==> src/rtl/mie_pkg.sv <==
// Package for the modular inverse block: sequencer state encoding.
// No dependencies; used by modular_inverse_ext_euclid.
package mie_pkg;

  typedef enum logic [2:0] {
    ST_IDLE,
    ST_CHECK,
    ST_DIV,
    ST_FIX,
    ST_RES
  } state_e;

endpackage

==> src/rtl/mie_div.sv <==
// Shared radix-2 restoring divider for the Euclid rounds. It yields the remainder
// and, alongside, quotient * coefficient (mod 2^CW) by shift-and-add. No package use.
module mie_div #(
  parameter int unsigned VALUE_BITS = 31
) (
  input  logic                    clk_i,
  input  logic                    rst_ni,
  input  logic                    start_i,
  input  logic [VALUE_BITS-1:0]   dividend_i,
  input  logic [VALUE_BITS-1:0]   divisor_i,   // held stable while busy
  input  logic [VALUE_BITS+1:0]   coef_i,      // held stable while busy
  output logic                    done_o,
  output logic [VALUE_BITS-1:0]   rem_o,
  output logic [VALUE_BITS+1:0]   prod_o
);

  localparam int unsigned N     = VALUE_BITS;
  localparam int unsigned CW    = VALUE_BITS + 2;
  localparam int unsigned CNT_W = $clog2(VALUE_BITS);

  logic             busy_q, busy_d;
  logic             done_q, done_d;
  logic [CNT_W-1:0] cnt_q, cnt_d;
  logic [N-1:0]     rem_q, dvd_q;
  logic [CW-1:0]    prod_q;

  logic [N:0]       trial, dvsr_ext, diff;
  logic             q_bit;

  assign trial    = {rem_q, dvd_q[N-1]};
  assign dvsr_ext = {1'b0, divisor_i};
  assign diff     = trial - dvsr_ext;
  assign q_bit    = (trial >= dvsr_ext);

  always_comb begin
    busy_d = busy_q;
    cnt_d  = cnt_q;
    done_d = 1'b0;
    if (start_i) begin
      busy_d = 1'b1;
      cnt_d  = CNT_W'(N - 1);
    end else if (busy_q) begin
      cnt_d = cnt_q - CNT_W'(1);
      if (cnt_q == '0) begin
        busy_d = 1'b0;
        done_d = 1'b1;
      end
    end
  end

  always_ff @(posedge clk_i or negedge rst_ni) begin
    if (!rst_ni) begin
      busy_q <= 1'b0;
      done_q <= 1'b0;
      cnt_q  <= '0;
    end else begin
      busy_q <= busy_d;
      done_q <= done_d;
      cnt_q  <= cnt_d;
    end
  end

  always_ff @(posedge clk_i) begin
    if (start_i) begin
      dvd_q  <= dividend_i;
      rem_q  <= '0;
      prod_q <= '0;
    end else if (busy_q) begin
      dvd_q  <= {dvd_q[N-2:0], 1'b0};
      rem_q  <= q_bit ? diff[N-1:0] : trial[N-1:0];
      prod_q <= {prod_q[CW-2:0], 1'b0} + (q_bit ? coef_i : '0);
    end
  end

  assign done_o = done_q;
  assign rem_o  = rem_q;
  assign prod_o = prod_q;

endmodule

==> src/rtl/modular_inverse_ext_euclid.sv <==
// Top level of the modular inverse block (extended Euclid, iterative).
// Depends on mie_pkg (state encoding) and mie_div (shared divider).
//
// Usage:
//   Input channel in_valid_i/in_ready_o carries one word {value_i, modulus_i}.
//   Output channel out_valid_o/out_ready_i carries {inverse_o, not_invertible_o}:
//   the inverse of value modulo modulus in 0..modulus-1, or 0 with the flag set
//   when value and modulus share a factor above one (value 0 and modulus 0 are
//   flagged too). A modulus of 1 gives 1, unflagged.
//   The block works on one word at a time; in_ready_o is high only while idle.
//   Each Euclid round runs one division through the shared divider, one
//   quotient bit per cycle. A flagged word or a modulus of one skips the fold
//   step; at 31 bits the worst case is about 45 rounds. in_ready_o rises in the
//   same cycle as out_valid_o, so the next word can be accepted from then on.
//   The finished word sits in an output register; while the receiver stalls a
//   new word can be accepted and worked on, and the sequencer only waits if its
//   next result is ready before the previous one was taken.
//   Reset (rst_ni, async, active low) returns the sequencer to idle and drops
//   out_valid_o; no other clearing is needed.
module modular_inverse_ext_euclid #(
  parameter int unsigned VALUE_BITS = 31
) (
  input  logic                  clk_i,
  input  logic                  rst_ni,
  input  logic                  in_valid_i,
  output logic                  in_ready_o,
  input  logic [VALUE_BITS-1:0] value_i,
  input  logic [VALUE_BITS-1:0] modulus_i,
  output logic                  out_valid_o,
  input  logic                  out_ready_i,
  output logic [VALUE_BITS-1:0] inverse_o,
  output logic                  not_invertible_o
);

  localparam int unsigned N  = VALUE_BITS;
  // Coefficients stay within +/- modulus, so two extra bits hold them exactly.
  localparam int unsigned CW = VALUE_BITS + 2;

  mie_pkg::state_e state_q, state_d;

  // Euclid working registers
  logic [N-1:0]  num_q, den_q, mod0_q;
  logic [CW-1:0] cp_q, cc_q;          // coefficients of num and den
  logic [N-1:0]  res_q;
  logic          bad_q;

  // Output register
  logic          out_valid_q, out_valid_d;
  logic [N-1:0]  inverse_q;
  logic          flag_q;

  // Divider hookup
  logic          div_start, div_done;
  logic [N-1:0]  div_rem;
  logic [CW-1:0] div_prod;

  // Round checks
  logic chk_mod_one, chk_zero, chk_unit, chk_nodiv;
  logic out_load;
  logic [CW-1:0] fix_sum;

  assign chk_mod_one = (mod0_q == N'(1));
  assign chk_zero    = (mod0_q == '0) || (num_q == '0);
  assign chk_unit    = (num_q == N'(1));
  assign chk_nodiv   = (den_q == '0);

  // Negative coefficient folds back by one modulus.
  assign fix_sum = cp_q + {2'b00, mod0_q};

  // Next state
  always_comb begin
    state_d = state_q;
    case (state_q)
      mie_pkg::ST_IDLE: begin
        if (in_valid_i) state_d = mie_pkg::ST_CHECK;
      end
      mie_pkg::ST_CHECK: begin
        if (chk_mod_one || chk_zero) state_d = mie_pkg::ST_RES;
        else if (chk_unit)           state_d = mie_pkg::ST_FIX;
        else if (chk_nodiv)          state_d = mie_pkg::ST_RES;
        else                         state_d = mie_pkg::ST_DIV;
      end
      mie_pkg::ST_DIV: begin
        if (div_done) state_d = mie_pkg::ST_CHECK;
      end
      mie_pkg::ST_FIX: begin
        state_d = mie_pkg::ST_RES;
      end
      mie_pkg::ST_RES: begin
        if (!out_valid_q || out_ready_i) state_d = mie_pkg::ST_IDLE;
      end
      default: state_d = mie_pkg::ST_IDLE;
    endcase
  end

  // Control outputs
  always_comb begin
    in_ready_o = (state_q == mie_pkg::ST_IDLE);
    div_start  = (state_q == mie_pkg::ST_CHECK) && !chk_mod_one && !chk_zero &&
                 !chk_unit && !chk_nodiv;
    out_load   = (state_q == mie_pkg::ST_RES) && (!out_valid_q || out_ready_i);
  end

  always_comb begin
    out_valid_d = out_valid_q;
    if (out_load)         out_valid_d = 1'b1;
    else if (out_ready_i) out_valid_d = 1'b0;
  end

  always_ff @(posedge clk_i or negedge rst_ni) begin
    if (!rst_ni) begin
      state_q     <= mie_pkg::ST_IDLE;
      out_valid_q <= 1'b0;
    end else begin
      state_q     <= state_d;
      out_valid_q <= out_valid_d;
    end
  end

  // Datapath
  always_ff @(posedge clk_i) begin
    case (state_q)
      mie_pkg::ST_IDLE: begin
        if (in_valid_i) begin
          num_q  <= value_i;
          den_q  <= modulus_i;
          mod0_q <= modulus_i;
          cp_q   <= CW'(1);
          cc_q   <= '0;
        end
      end
      mie_pkg::ST_CHECK: begin
        if (chk_mod_one) begin
          res_q <= N'(1);
          bad_q <= 1'b0;
        end else begin
          // zero operand or a common factor: flagged
          res_q <= '0;
          bad_q <= 1'b1;
        end
      end
      mie_pkg::ST_DIV: begin
        if (div_done) begin
          num_q <= den_q;
          den_q <= div_rem;
          cc_q  <= cp_q - div_prod;
          cp_q  <= cc_q;
        end
      end
      mie_pkg::ST_FIX: begin
        res_q <= cp_q[CW-1] ? fix_sum[N-1:0] : cp_q[N-1:0];
        bad_q <= 1'b0;
      end
      default: ;
    endcase
    if (out_load) begin
      inverse_q <= res_q;
      flag_q    <= bad_q;
    end
  end

  mie_div #(
    .VALUE_BITS(VALUE_BITS)
  ) u_div (
    .clk_i      (clk_i),
    .rst_ni     (rst_ni),
    .start_i    (div_start),
    .dividend_i (num_q),
    .divisor_i  (den_q),
    .coef_i     (cc_q),
    .done_o     (div_done),
    .rem_o      (div_rem),
    .prod_o     (div_prod)
  );

  assign out_valid_o      = out_valid_q;
  assign inverse_o        = inverse_q;
  assign not_invertible_o = flag_q;

  // Checks
  a_flag_zero: assert property (@(posedge clk_i) disable iff (!rst_ni)
    out_valid_o && not_invertible_o |-> inverse_o == '0)
    else $error("flagged word carries a nonzero inverse");

  a_done_in_div: assert property (@(posedge clk_i) disable iff (!rst_ni)
    div_done |-> state_q == mie_pkg::ST_DIV)
    else $error("divider finished outside a division round");

  a_div_nonzero: assert property (@(posedge clk_i) disable iff (!rst_ni)
    state_q == mie_pkg::ST_DIV |-> den_q != '0)
    else $error("division round started with a zero divisor");

  a_start_then_div: assert property (@(posedge clk_i) disable iff (!rst_ni)
    div_start |=> state_q == mie_pkg::ST_DIV && !div_done)
    else $error("divider start not followed by a division round");

endmodule
==> config.mk <==
export PLATFORM = sky130hd
export DESIGN_NAME = modular_inverse_ext_euclid
export DESIGN_NICKNAME = d
export VERILOG_FILES = /design/src/rtl/mie_pkg.sv /design/src/rtl/mie_div.sv /design/src/rtl/modular_inverse_ext_euclid.sv
export SDC_FILE = /design/constraint.sdc
export NUM_CORES = 1
export LEC_CHECK = 0
export BUFFER_PORTS_ARGS = -buffer_cell sky130_fd_sc_hd__buf_2
export CORE_ASPECT_RATIO = 0.8
export CORE_MARGIN = 5
export CORE_UTILIZATION = 50
export CTS_CLUSTER_DIAMETER = 100
export CTS_CLUSTER_SIZE = 10
export DETAILED_ROUTE_END_ITERATION = 12
export PLACE_DENSITY = 0.67
export SLEW_MARGIN = 20
export SYNTH_ARGS = -nofsm -noshare
export SYNTH_HDL_FRONTEND = slang
export SYNTH_SLANG_ARGS = --single-unit
==> constraint.sdc <==
create_clock -name clk_i -period 16.8 [get_ports clk_i]
set_input_delay 2.52 -clock clk_i [delete_from_list [all_inputs] [get_ports clk_i]]
set_output_delay 2.52 -clock clk_i [all_outputs]
set_load 0.02 [all_outputs]
=== Word level (Yosys, flattened, before mapping) ===
Cells that the tools add are included.

* Register bits after elaboration: 329

* $add $sub $neg: 5
* $lt $le $gt $ge: 1
* Eq/ne operators: 9
* Mux-type cells: 38
* Reduce and logical (&&, ||, !) cells: 25

{| class="wikitable"
|+ Operator list
! cell !! number
|-
| 31-bit 2-to-1 mux || 8
|-
| 31-bit one-hot mux with 2 select lines || 3
|-
| 33-bit 2-to-1 mux || 5
|-
| 33-bit one-hot mux with 2 select lines || 2
|-
| 31-bit logical NOT || 3
|-
| 31-bit by 1-bit equality test with 1-bit output (second input constant) || 2
|-
| 33-bit adder || 1
|-
| 33-bit subtractor || 1
|-
| 32-bit by 31-bit >= comparator with 1-bit output || 1
|-
| 31-bit adder || 1
|-
| 31-bit subtractor || 1
|-
| 3-bit 2-to-1 mux || 6
|-
| 3-bit one-hot mux with 5 select lines || 1
|-
| 1-bit 2-to-1 mux || 10
|-
| 5-bit 2-to-1 mux || 2
|-
| 2-bit nonzero test || 4
|-
| 3-bit by 2-bit equality test with 1-bit output (second input constant) || 2
|-
| 3-bit AND reduction || 2
|-
| 1-bit logical AND || 5
|-
| 1-bit logical NOT || 5
|-
| 5-bit logical NOT || 1
|-
| 5-bit by 1-bit subtractor with 5-bit output (second input constant) || 1
|-
| 2-bit != test (second input constant) || 2
|-
| 3-bit by 1-bit equality test with 1-bit output (second input constant) || 1
|-
| 6 further kinds || 8
|}

=== Depth between registers and ports, before layout ===
* Word-level depth: 7
* Depth in mapped cells: 25
* Gate-level depth less buffers: 23

=== Modules after synthesis ===
From an unflattened synthesis, not the netlist that was laid out.

* Cell total of the unflattened synthesis: 2,063
* Area, all modules: 20,069.2 µm²

{| class="wikitable"
|+ By module, submodules not included
! module !! times used !! cells an instance !! area each (µm²)
|-
| modular_inverse_ext_euclid || 1 || 1,167 || 12,356.9
|-
| mie_div || 1 || 896 || 7,712.4
|}

=== Worst setup path before layout ===
Ideal clock, no wire load.

* Path type: input port to flip-flop
* Start point: input port in_valid_i
* End point: register cc_q[0], enable pin
* Data arrival time: 5.987 ns
* Required time: 16.314 ns
* Slack: 10.328 ns
* Stages on the path: 2
* Buffers on the path: 0
* Path through: and2_1 > a21o_1

* Word-level cells in the longest chain between the ends: 2

{| class="wikitable"
|+ Ends and longest elaborated chain
! element !! line !! RTL
|-
| from (decl) || modular_inverse_ext_euclid.sv:25 || <nowiki>input logic in_valid_i,</nowiki>
|-
| 2-bit != test (no source line) || - ||
|-
| 3-bit AND reduction (no source line) || - ||
|-
| to (signal assigned) || modular_inverse_ext_euclid.sv:146 || <nowiki>cc_q <= cp_q - div_prod;</nowiki>
|-
| to (decl) || modular_inverse_ext_euclid.sv:43 || <nowiki>logic [CW-1:0] cp_q, cc_q;</nowiki>
|}

No other way between the ends.
A chain may end at the register's enable or synchronous reset.

=== Final worst setup path ===
* Start point: register den_q[2]
* End point: register u_div.prod_q[29], in the netlist u_div.prod_o[29]

* Word-level cells in the longest chain between the ends: 3
* Elaborated cells on any way between the ends: 6
* Those cells by class: add/sub (1); order compare (1); mux (1); reduce/logical (3)

{| class="wikitable"
|+ Ends and longest elaborated chain
! element !! line !! RTL
|-
| from (decl) || modular_inverse_ext_euclid.sv:42 || <nowiki>logic [N-1:0] num_q, den_q, mod0_q;</nowiki>
|-
| from (signal assigned) || modular_inverse_ext_euclid.sv:126 || <nowiki>den_q <= modulus_i;</nowiki>
|-
| from (signal assigned) || modular_inverse_ext_euclid.sv:145 || <nowiki>den_q <= div_rem;</nowiki>
|-
| 32-bit by 31-bit >= comparator with 1-bit output / 31-bit logical NOT (equally long branches) || mie_div.sv:33, modular_inverse_ext_euclid.sv:65 ||
|-
| 33-bit 2-to-1 mux / 1-bit logical NOT (equally long branches) || mie_div.sv:71, modular_inverse_ext_euclid.sv:100 ||
|-
| 33-bit adder / 1-bit logical AND (equally long branches) || mie_div.sv:71, modular_inverse_ext_euclid.sv:100 ||
|-
| to (signal assigned) || mie_div.sv:71 || <nowiki>prod_q <= {prod_q[CW-2:0], 1'b0} + (q_bit ? coef_i : '0);</nowiki>
|-
| to (decl) || mie_div.sv:25 || <nowiki>logic [CW-1:0] prod_q;</nowiki>
|}

Parallel ways exist; a longest one is shown, timed or not.

==> results.py <==
metrics = {
    "timing": {
        "skew_ns": 0.0237,
        "finalHoldViolCount": 0,
        "final_max_slew_viol_count": 0,
        "setup_viol": 0,
        "whs_ns": 0.412,
        "rsz0062_at_grt": "false",
        "worst_slew_pin_slew_ns": 0.957,
        "tns_ns": 0,
        "fin_crit_ns": 6.39,
        "slew_headroom": 0.354,
        "fmaxAchievable_mhz": 157,
        "min_period_over_period": 0.380,
    },
    "critical_path": {
        "rr_worst_depth": 22,
        "path_class": "flip-flop to flip-flop",
        "worstPathRequired_ns": 17.20,
        "cpMaxStageDelayCell": "buf_4",
        "cpPeakStageDelay_ns": 0.75,
        "cp.arrival_ns": 6.79,
        "cp-end-kind": "flip-flop",
        "startpoint_type": "flip-flop",
        "critPathMaxFanout": 68,
        "r2r_setup_slack_ns": 10.41,
        "r2r_start": "den_q[2]",
        "path_cells": "inv_1 -> ha_1 -> nor2b_1 -> o31a_1 -> o41a_1 -> a2bb2oi_1 -> a221o_1 -> or2_1 -> a41oi_4 -> buf_4 -> nor2b_1 -> ha_1 -> and3_1 -> a221oi_1 -> o31ai_1 -> a311o_1 -> o221ai_1 -> nand2b_1 -> a31oi_1 -> xnor2_1 -> mux2i_1 -> nor2_1",
        "r2r_end": "u_div.prod_o[29]",
    },
    "placement": {
        "dp_hpwl_um": 38100,
        "port_buffers": 99,
        "gp_congestion": 0.950,
    },
    "drt": {
        "met2_length_um": 21000,
        "viasPerCell": 5.89,
        "drt-total-wl_um": 51000,
        "drt_pass1_iterations": 5,
        "drtIter0Drc": 1387,
        "wl_per_cell_um": 20.2,
        "routed.top_layer": "met4",
        "ant_nets": 0,
        "wl_met1_um": 24900,
        "via_count": 14881,
        "met3_wirelength_um": 3660,
        "drc": 0,
    },
    "global_route": {
        "gr-total-overflow": 0,
        "antenna_found_initial": 2,
        "grt_pass1_wl_um": 79800,
        "grt_max_degree": 76,
        "grt_pass1_vias": 14250,
        "grt_usage": 0.236,
    },
    "yosys": {
        "ys_ff_latch": 329,
        "synth_edf_count": 254,
        "async_flop_share": 0.0334,
        "synth_ff_type": "edfxtp_1",
        "syn_nets": 2126,
        "yosys_warnings": 0,
        "ys_seq_area_frac": 0.475,
        "syn_inst": 1930,
        "syn_area_um2": 19300,
        "synth_cell_type_count": 70,
        "syn_avg_cell_area_um2": 10.0,
    },
    "layout": {
        "syn_to_final_growth_pct": 10.6,
        "fillers": 3293,
        "multi_input_area_um2": 9510,
        "nets": 2206,
        "n_antenna_cell": 0,
        "drive_gt1_frac": 0.103,
        "regArea_um2": 9190,
        "layout_common_cells": "edfxtp_1, nand2_1, nor2_1, a21oi_1, ha_1",
        "layout_commonest_cell": "edfxtp_1",
    },
    "clocking": {
        "cts_tree": "yes",
        "cts_resized": 0,
        "cts.sinks": 329,
        "clk_pin_slew_ns": 0.06,
        "cts_buffers": 38,
        "htree_levels": 2,
        "clockBufferDepth": 3,
        "clk_latency_ns": 0.55,
        "post_cts_buffers": 0,
        "cts_root_buf": "clkbuf_16",
        "holdBufCountCts": 0,
    },
    "outcome": {
        "status": "finished clean",
    },
    "die": {
        "die_area_um2": 42700,
        "io_pins": 100,
        "rows": 64,
        "initial_core_util": 0.506,
        "die_w_um": 230,
        "fp.dieH_um": 186,
        "core_area_um2": 38200,
    },
    "pwr": {
        "p_leak_nw": 9.02,
        "internal_power_w": 0.00285,
        "pwr_density_cell_nw_per_um2": 232,
        "p_switching_w": 0.00212,
        "pwr-share-clk": 0.151,
        "vdd_drop_max_v": 0.0000951,
        "seqPwrFrac": 0.302,
        "comb_power_share": 0.547,
        "switching_share": 0.426,
    },
    "min_path": {
        "hold_class": "flip-flop to flip-flop",
        "min_path_cells": 0,
        "hp-start": "res_q[17]",
        "hold_end": "inverse_o[17]",
    },
    "flow_run": {
        "cap_violations": 0,
    },
}
synth_stat cells (all sizes together) (5+ instances only):
library cell,count,area [um^2]
buf,14,81.3
nor3,33,165
o21bai,7,52.6
nand4,8,50.1
ha,126,1580
inv,95,357
o31a,5,43.8
nor2b,50,313
xnor2,64,561
clkbuf,58,218
or3,12,75.1
nand2b,23,144
nand3b,7,52.6
dfxtp,64,1280
a31oi,12,75.1
nor2,190,713
a211oi,44,330
a221oi,6,52.6
a41oi,8,77.6
mux2,32,360
a21o,66,495
mux2i,49,490
o21ai,98,490
edfxtp,254,7630
or2,11,68.8
o21a,15,113
and3,14,87.6
xor2,39,342
o31ai,11,82.6
and2,42,263
nor4,27,169
a21oi,134,671
nand2,202,758
nand3,32,160
dfrtp,11,275
power groups by stage:
stage               clock network [W]  registers, W  logic [W]
floorplan                           0       0.00143    0.00215
global placement                    0       0.00150    0.00262
detailed placement                  0       0.00150    0.00268
CTS                          0.000764       0.00149    0.00270
global route                 0.000799       0.00153    0.00305
finish                       0.000748       0.00150    0.00272
final cells by class:
type	count	area share
Clock buffer	59	0.0492
Sequential cell	329	0.430
Tap cell	495	0.0290
Timing Repair Buffer	112	0.0278
Multi-Input combinational cell	1434	0.446
Inverter	95	0.0167
Clock inverter	2	0.00152
worst max-delay path by stage:
stage	start	endpoint	slack, ns	cells after the start
floorplan	in_valid_i	cc_q[0]	10.33	2
finish	den_q[2]	u_div.prod_o[29]	10.41	22
detailed placement	den_q[2]	u_div.prod_o[29]	10.48	22
CTS	den_q[2]	u_div.prod_o[29]	10.45	22
global route	u_div.dvd_q[30]	u_div.prod_o[31]	9.97	23
global placement	den_q[2]	u_div.prod_o[31]	10.62	22
layer usage:
metal / track usage / vias up
met5: 0 / -
met4: 0.0691 / 0
met2: 0.345 / 502
li1: - / 7184
met3: 0.0401 / 75
met1: 0.361 / 7120
cells by family after synthesis:
logic type	after synthesis	share of synthesized area
buffers and inverters	167	0.0339
muxes	81	0.0441
AOI/OAI and AO/OA	456	0.152
xor gates and xnor gates	103	0.0467
adders and majority gates	130	0.0858
and+or+nand+nor	664	0.162
DFF	329	0.475
state kept, by name, indices dropped and copies added, names as in the netlist, 3 cells and up:
signal	cells
u_div.dvd_q	31
state_q	3
u_div.cnt_q	5
u_div.rem_o	31
den_q	31
inverse_o	31
num_q	31
res_q	31
u_div.prod_o	33
cp_q	33
mod0_q	31
cc_q	33
through the flow:
stage               setup slack, ns  utilization  std cells  power (W)  cell area [um^2]
detailed placement            10.48        0.531       2465    0.00418             20300
finish                        10.41        0.559       2526    0.00496             21400
CTS                           10.45        0.559       2526    0.00495             21400
global placement              10.62        0.531       2465    0.00412             20300
global route                   9.97        0.559       2526    0.00538             21400
floorplan                     10.33            -       1930    0.00358             19300
worst max-delay path, delay by kind of cell (launching register included):
family,cells,cell delay (ns)
AO/OA/AOI/OAI,10,3.21
buffers and inverters,2,0.81
multiplexers,1,0.15
AND/OR/NAND/NOR,6,0.91
flip-flops,1,0.34
XOR/XNOR,1,0.09
adder cells (fa/ha/maj),2,0.72
Note: power is estimated with default switching activity, not from simulation.
